==> src/hw/rtl/rsqs_pkg.sv <==
// Shared types, command codes, Newton constants and the seed ROM for the
// fixed-point reciprocal square root / square root pipeline. No dependencies.
`default_nettype none

package rsqs_pkg;

   localparam int STAGE_COUNT = 10;
   localparam int SEED_DEPTH  = 96;

   localparam logic [1:0] CMD_RSQRT32 = 2'd0;
   localparam logic [1:0] CMD_SQRT32  = 2'd1;
   localparam logic [1:0] CMD_RSQRT64 = 2'd2;
   localparam logic [1:0] CMD_SQRT64  = 2'd3;

   // 3.0 in Q15 (32-bit path) and Q47 (64-bit path)
   localparam logic [63:0] THREE_Q15 = 64'h0000_0000_0001_8000;
   localparam logic [63:0] THREE_Q47 = 64'h0001_8000_0000_0000;

   // reciprocal root of zero
   localparam logic [63:0] RSQRT32_ZERO = 64'h0000_0000_FFFF_FFFF;
   localparam logic [63:0] RSQRT64_ZERO = 64'hFFFF_FFFF_FFFF_FFFE;

   typedef logic [7:0] seed_rom_type [SEED_DEPTH];

   // data that rides along with every beat; command[1] selects the 64-bit path
   typedef struct packed {
      logic [1:0]  command;
      logic        zero;
      logic [63:0] operand;
   } tag_type;

   // entry i: largest n with n*n*(10*i + 323) <= 83886080, minus 256
   function automatic seed_rom_type build_seed_rom();
      seed_rom_type rom;
      longint       lo;
      longint       hi;
      longint       mid;
      longint       c;
      for (int i = 0; i < SEED_DEPTH; i++) begin
         c  = 10 * longint'(i) + 323;
         lo = 256;
         hi = 511;
         while (lo < hi) begin
            mid = (lo + hi + 1) >>> 1;
            if (mid * mid * c <= 64'sd83886080) begin
               lo = mid;
            end else begin
               hi = mid - 1;
            end
         end
         rom[i] = 8'(lo - 256);
      end
      return rom;
   endfunction

   localparam seed_rom_type SEED_ROM = build_seed_rom();

endpackage

`default_nettype wire

==> src/hw/rtl/rsqs_newton.sv <==
// One Newton step x' = x * (3 - d*x^2) / 2 in wrapping fixed point, four stages.
// Uses rsqs_pkg (tag_type, Newton constants).
`default_nettype none

module rsqs_newton (
   input  wire logic                   clock,
   input  wire logic [3:0]             stage_en,
   input  wire rsqs_pkg::tag_type      tag_in,
   input  wire logic [4:0]             half_in,
   input  wire logic [8:0]             seed_in,
   input  wire logic [46:0]            dnorm_in,
   output rsqs_pkg::tag_type           tag_out,
   output logic [4:0]                  half_out,
   output logic [79:0]                 prod_out
);

   rsqs_pkg::tag_type tag3_ff, tag4_ff, tag5_ff, tag6_ff;
   logic [4:0]        half3_ff, half4_ff, half5_ff, half6_ff;
   logic [8:0]        x3_ff, x4_ff;
   logic [17:0]       sq3_ff;
   logic [46:0]       b3_ff;
   logic [41:0]       pl4_in, pl4_ff;
   logic [40:0]       ph4_in, ph4_ff;
   logic [63:0]       ab4;
   logic [63:0]       a5_in, a5_ff;
   logic [63:0]       diff4;
   logic [15:0]       bx5_ff;
   logic [79:0]       prod6_in, prod6_ff;

   always_ff @(posedge clock) begin
      if (stage_en[0]) begin
         tag3_ff  <= tag_in;
         half3_ff <= half_in;
         x3_ff    <= seed_in;
         sq3_ff   <= 18'(seed_in) * 18'(seed_in);
         b3_ff    <= dnorm_in;
      end
   end

   // x^2 * d split into two partial products
   always_comb begin
      pl4_in = 42'(sq3_ff) * 42'(b3_ff[23:0]);
      ph4_in = 41'(sq3_ff) * 41'(b3_ff[46:24]);
   end

   always_ff @(posedge clock) begin
      if (stage_en[1]) begin
         tag4_ff  <= tag3_ff;
         half4_ff <= half3_ff;
         x4_ff    <= x3_ff;
         pl4_ff   <= pl4_in;
         ph4_ff   <= ph4_in;
      end
   end

   always_comb begin
      ab4   = 64'(pl4_ff) + 64'({ph4_ff, 24'h0});
      diff4 = (tag4_ff.command[1] ? rsqs_pkg::THREE_Q47 : rsqs_pkg::THREE_Q15)
              - {16'h0, ab4[63:16]};
      // 32-bit path wraps at 32 bits
      a5_in = tag4_ff.command[1] ? diff4 : {32'h0, diff4[31:0]};
   end

   always_ff @(posedge clock) begin
      if (stage_en[2]) begin
         tag5_ff  <= tag4_ff;
         half5_ff <= half4_ff;
         a5_ff    <= a5_in;
         bx5_ff   <= {x4_ff, 7'h0};
      end
   end

   assign prod6_in = {16'h0, a5_ff} * {64'h0, bx5_ff};

   always_ff @(posedge clock) begin
      if (stage_en[3]) begin
         tag6_ff  <= tag5_ff;
         half6_ff <= half5_ff;
         prod6_ff <= prod6_in;
      end
   end

   assign tag_out  = tag6_ff;
   assign half_out = half6_ff;
   assign prod_out = prod6_ff;

endmodule

`default_nettype wire

==> config.mk <==
export PLATFORM = sky130hd
export DESIGN_NAME = rsqs_newton
export DESIGN_NICKNAME = d
export VERILOG_FILES = /design/src/hw/rtl/rsqs_pkg.sv /design/src/hw/rtl/rsqs_newton.sv
export SDC_FILE = /design/constraint.sdc
export NUM_CORES = 2
export LEC_CHECK = 0
export ABC_AREA = 0
export ABC_CLOCK_PERIOD_IN_PS = 6950
export BUFFER_PORTS_ARGS = -buffer_cell sky130_fd_sc_hd__clkbuf_2
export CORE_MARGIN = 2
export CORE_UTILIZATION = 27
export CTS_CLUSTER_DIAMETER = 120
export DETAILED_ROUTE_END_ITERATION = 6
export SLEW_MARGIN = 20
export SYNTH_ARGS = -nofsm -noshare
export SYNTH_HDL_FRONTEND = slang
export SYNTH_SLANG_ARGS = --single-unit
==> constraint.sdc <==
create_clock -name clock -period 6.95 [get_ports clock]
set_clock_uncertainty 0.05 [all_clocks]
set_input_delay 0 -clock clock [delete_from_list [all_inputs] [get_ports clock]]
set_output_delay 0 -clock clock [all_outputs]
set_load 0.02 [all_outputs]
== Word-level counts from Yosys, hierarchy flattened ==
Index checks and enable logic that the tools add are counted.

* Register bits: 606
* Bits of input ports: 133

* Add/subtract/negate cells: 2
* Multipliers: 4
* Mux-type cells: 1

{| class="wikitable"
|+ Operators with widths
! operator !! count
|-
| multiplier 64 x 9 -> 73 bit || 1
|-
| adder 42 x 64 -> 64 bit || 1
|-
| subtractor 49 x 48 -> 50 bit || 1
|-
| 2-to-1 mux 49 bit || 1
|-
| multiplier 18 x 24 -> 42 bit || 1
|-
| multiplier 18 x 23 -> 40 bit || 1
|-
| multiplier 9 x 9 -> 18 bit || 1
|}

== Depth between registers and ports, before layout ==
* Depth in word-level cells: 2
* Mapped depth: 27
* Depth with buffers taken out: 25

== Worst setup path after synthesis ==
No wires, ideal clock.

* Path kind: register -> register
* Start point: register sq3_ff[3]
* End point: register ph4_ff[39], data pin
* Arrival: 6.357 ns
* Required time: 6.639 ns
* Setup slack: 0.282 ns
* Cell stages (with the launch flop): 26
* Path buffers: 2
* Clock period less this slack: 6.668 ns
* Cells stage by stage: edfxtp_1 -> clkbuf_1 -> clkbuf_1 -> nand2_1 -> fa_1 -> inv_1 -> fa_1 -> inv_1 -> fa_1 -> inv_1 -> fa_1 -> fa_1 -> inv_1 -> fa_1 -> inv_1 -> ha_1 -> a21oi_1 -> o21bai_1 -> a21oi_1 -> o21ai_0 -> a31o_2 -> or3_1 -> o211ai_1 -> o21ai_0 -> o31a_1 -> a311o_1

* Cells in the longest elaborated chain, start to end: 1

{| class="wikitable"
|+ RTL lines
! element !! line !! text
|-
| start: declaration || rsqs_newton.sv:20 || <nowiki>logic [17:0] sq3_ff;</nowiki>
|-
| start signal: assignment || rsqs_newton.sv:35 || <nowiki>sq3_ff <= 18'(seed_in) * 18'(seed_in);</nowiki>
|-
| multiplier 18 x 23 -> 40 bit || rsqs_newton.sv:43 || <nowiki>ph4_in = 41'(sq3_ff) * 41'(b3_ff[46:24]);</nowiki>
|-
| net ph4_in[39] || rsqs_newton.sv:23 || <nowiki>logic [40:0] ph4_in, ph4_ff;</nowiki>
|-
| end signal: assignment || rsqs_newton.sv:52 || <nowiki>ph4_ff <= ph4_in;</nowiki>
|-
| end: declaration || rsqs_newton.sv:23 ||
|}

The timed path passes the listed nets, and every way through them passes these cells.
A chain may end at the register's enable or synchronous reset.

== Final worst setup path ==
* Start point: register sq3_ff[6]
* End point: register ph4_ff[39], data pin

The elaborated chain is that of the path after synthesis.

==> flow_summary.ini <==
[setup_path]
worstPathRequired_ps = 7320
crit_fanout = 10
crit_start = sq3_ff[6]$_DFFE_PP_
worst-setup-path-type = flop to flop
arrival_ps = 7140
r2r_start = sq3_ff[6]$_DFFE_PP_
cp-start-kind = flop
endpoint_kind = flop

[placed_design]
port_buffers = 277
place.gp.congestion = 0.863
dp_hpwl_um = 122000
dpl_cell_area_um2 = 68400

[cts]
cts_tree = yes
clkLatencyLatePin_ps = 710
cts_buffer_depth = 3
cts_root_buf = clkbuf_16
numCtsBuffers = 71
cts_num_sinks = 567
clk_pin_slew_ps = 60
cts.htree.levels = 3

[grt]
antenna_found_initial = 8
grt.met2_usage = 0.215
grt_util_met1 = 0.185
grt_pass1_vias = 45824
grt-ovfl-total = 0
grt_usage = 0.133
grt-busiest-layer = met2
grt_pass1_wl_um = 251000
grt_max_degree = 107
grt_util_met3 = 0.0231

[synthesis]
yosys_register_bits = 567
async_flop_share = 0
synth_area_um2 = 62400
synth_top_area_cell = fa_1
ys.warnings.count = 0
avgSynthCellArea_um2 = 10.5
synth_top_area_frac = 0.338
netlist_top_cells_area = fa_1 (34%), edfxtp_1 (27%), ha_1 (8.4%)
seq_area_frac_synth = 0.273
ys.flop_type = edfxtp_1
synth-edff-count = 567
ys_types = 81
synth_cells = 5933

[floorplan]
num_rows = 176
coreArea_um2 = 230000
io_pins = 285
die_w_um = 485
dieArea_um2 = 235000
start_util = 0.271
die_h_um = 485

[min_path]
hold_start = dnorm_in[24]
holdCritPathClass = input port to flop

[detailed_routing]
drc_errors = 0
first_pass_iters = 5
drtIter0Drc = 2517
wl_per_cell_um = 16.4
route.vias.total = 42450
ant_nets = 0
detail_route.vias_per_cell = 4.41
drt_wl_total_um = 158000

[run_status]
status = complete, no violations

[sta]
final-hold-violation-count = 0
setup_viol = 0
max_slew.worst_pin.slew_ps = 946
clock.fmax_mhz = 148
slew_viol_final = 0
rsz0062_at_grt = true
final.period_utilization = 0.974
hold_ws_ps = 48.3
post-route-min-period_ps = 6770
slew_headroom = 0.369

[layout]
area_growth_pct = 19.1
fin_area_um2 = 74300
fillCellCount = 23320
fin_nets = 8138
drive_above_1_share = 0.109

[run]
cap_violations = 0
## cell families after synthesis
group | Yosys count | synth area share
flops | 567 | 0.273
buf+inv | 1455 | 0.0883
other cells | 1 | 0.0000601
simple gates | 1760 | 0.139
compound gates | 468 | 0.0483
mux | 9 | 0.00148
fa+ha+maj | 1469 | 0.421
xor+xnor | 204 | 0.0286
## worst max-delay path, stage by stage, from the launching register on
cell and delay [ps]:
edfxtp_1 350, buf_4 140, buf_12 140, buf_4 130, nand2_1 80, fa_1 550
inv_1 50, fa_1 470, inv_1 50, fa_1 490, fa_1 570, fa_1 430
fa_1 490, inv_1 40, ha_1 280, buf_4 150, nand4_1 180, buf_4 140
inv_1 30, a21o_1 220, o2111ai_2 170, nand2_1 130, o211ai_1 250, o21ai_1 140
o31a_1 270, buf_4 140, a311o_1 350
## cell usage in the layout, fill, tap and decap left out, types with 10 or more instances in the layout
cell / count
a211oi_1: 14
a21o_1: 71
a21oi_1: 137
a21oi_2: 10
a31oi_1: 13
and2_1: 588
and3_1: 24
buf_12: 32
buf_4: 229
clkbuf_16: 78
clkbuf_2: 273
clkinv_1: 15
conb_1: 10
dlygate4sd3_1: 243
edfxtp_1: 567
fa_1: 1051
ha_1: 414
inv_1: 1185
nand2_1: 811
nand2b_1: 22
nand3_1: 43
nand4_1: 28
nor2_1: 119
nor2b_1: 24
nor3_1: 36
o211ai_1: 11
o21a_1: 17
o21ai_0: 76
o21bai_1: 27
or3_1: 10
xnor2_1: 134
xor2_1: 66
## worst paths after layout
check / endpoint / slack (ps) / depth (start not counted)
setup / recovery: ph4_ff[39]$_DFFE_PP_ / 180 / 26
hold / removal: b3_ff[24]$_DFFE_PP_ / 50 / 2
setup reg to reg: ph4_ff[39]$_DFFE_PP_ / 180 / 26
hold reg to reg: tag5_ff[49]$_DFFE_PP_ / 350 / 0
## layer usage
metal	share of wire	up-vias
met3	0.059	232
li1	-	19549
met5	0.00068	-
met2	0.46	1157
met1	0.46	21506
met4	0.024	6
## sequential cells by signal (all words and copies together), names as in the netlist
name      count
tag4_ff      67
b3_ff        47
x4_ff         9
tag3_ff      67
pl4_ff       26
a5_ff        50
tag_out      67
half3_ff      5
x3_ff         9
half_out      5
half4_ff      5
tag5_ff      67
ph4_ff       40
sq3_ff       16
bx5_ff        9
half5_ff      5
prod_out     73
## stage by stage
step           setup WS [ps]  instances  setup TNS (ps)   util
2_1_floorplan            282       5942               0      -
5_1_grt                -49.2       9625            -130  0.323
3_3_place_gp            59.8       9180               0  0.298
3_5_place_dp            -114       9180            -180  0.298
6_report                 179       9625               0  0.323
4_1_cts                 7.06       9565               0  0.319
## synth_stat cells, types with 22 or more instances
library cell / count
nor3_1: 40
nor2b_1: 25
nand2b_1: 22
inv_1: 1185
xor2_1: 67
nand4_1: 28
and2_1: 588
edfxtp_1: 567
xnor2_1: 137
and3_1: 24
clkbuf_1: 235
nor2_1: 119
o21bai_1: 27
nand2_1: 811
a21oi_1: 146
ha_1: 417
fa_1: 1052
nand3_1: 43
a21o_1: 71
o21ai_0: 86
## cell type report
cell class / count / area [um2] / area share
Antenna cell: 4 / 10.0 / 0.000135
Clock buffer: 75 / 1790 / 0.0241
Clock inverter: 57 / 686 / 0.00923
Inverter: 1185 / 4450 / 0.0599
Multi-Input combinational cell: 3920 / 40100 / 0.540
Sequential cell: 567 / 17000 / 0.229
Tap cell: 3026 / 3790 / 0.0510
Timing Repair Buffer: 791 / 6410 / 0.0863
## what timing repair did
item / in CTS / in global routing
hold endpoints to repair: 348 / 0
buffers inserted: 10 / 49
pin swaps: 0 / 18
hold buffers: 243 / 0
endpoints found under the setup margin: 6 / 41
gates resized for setup: 4 / 56
cloned: 0 / 7
Power is not shown: default switching activity piles up to over one toggle a cycle in this logic, so the estimate is an artifact.
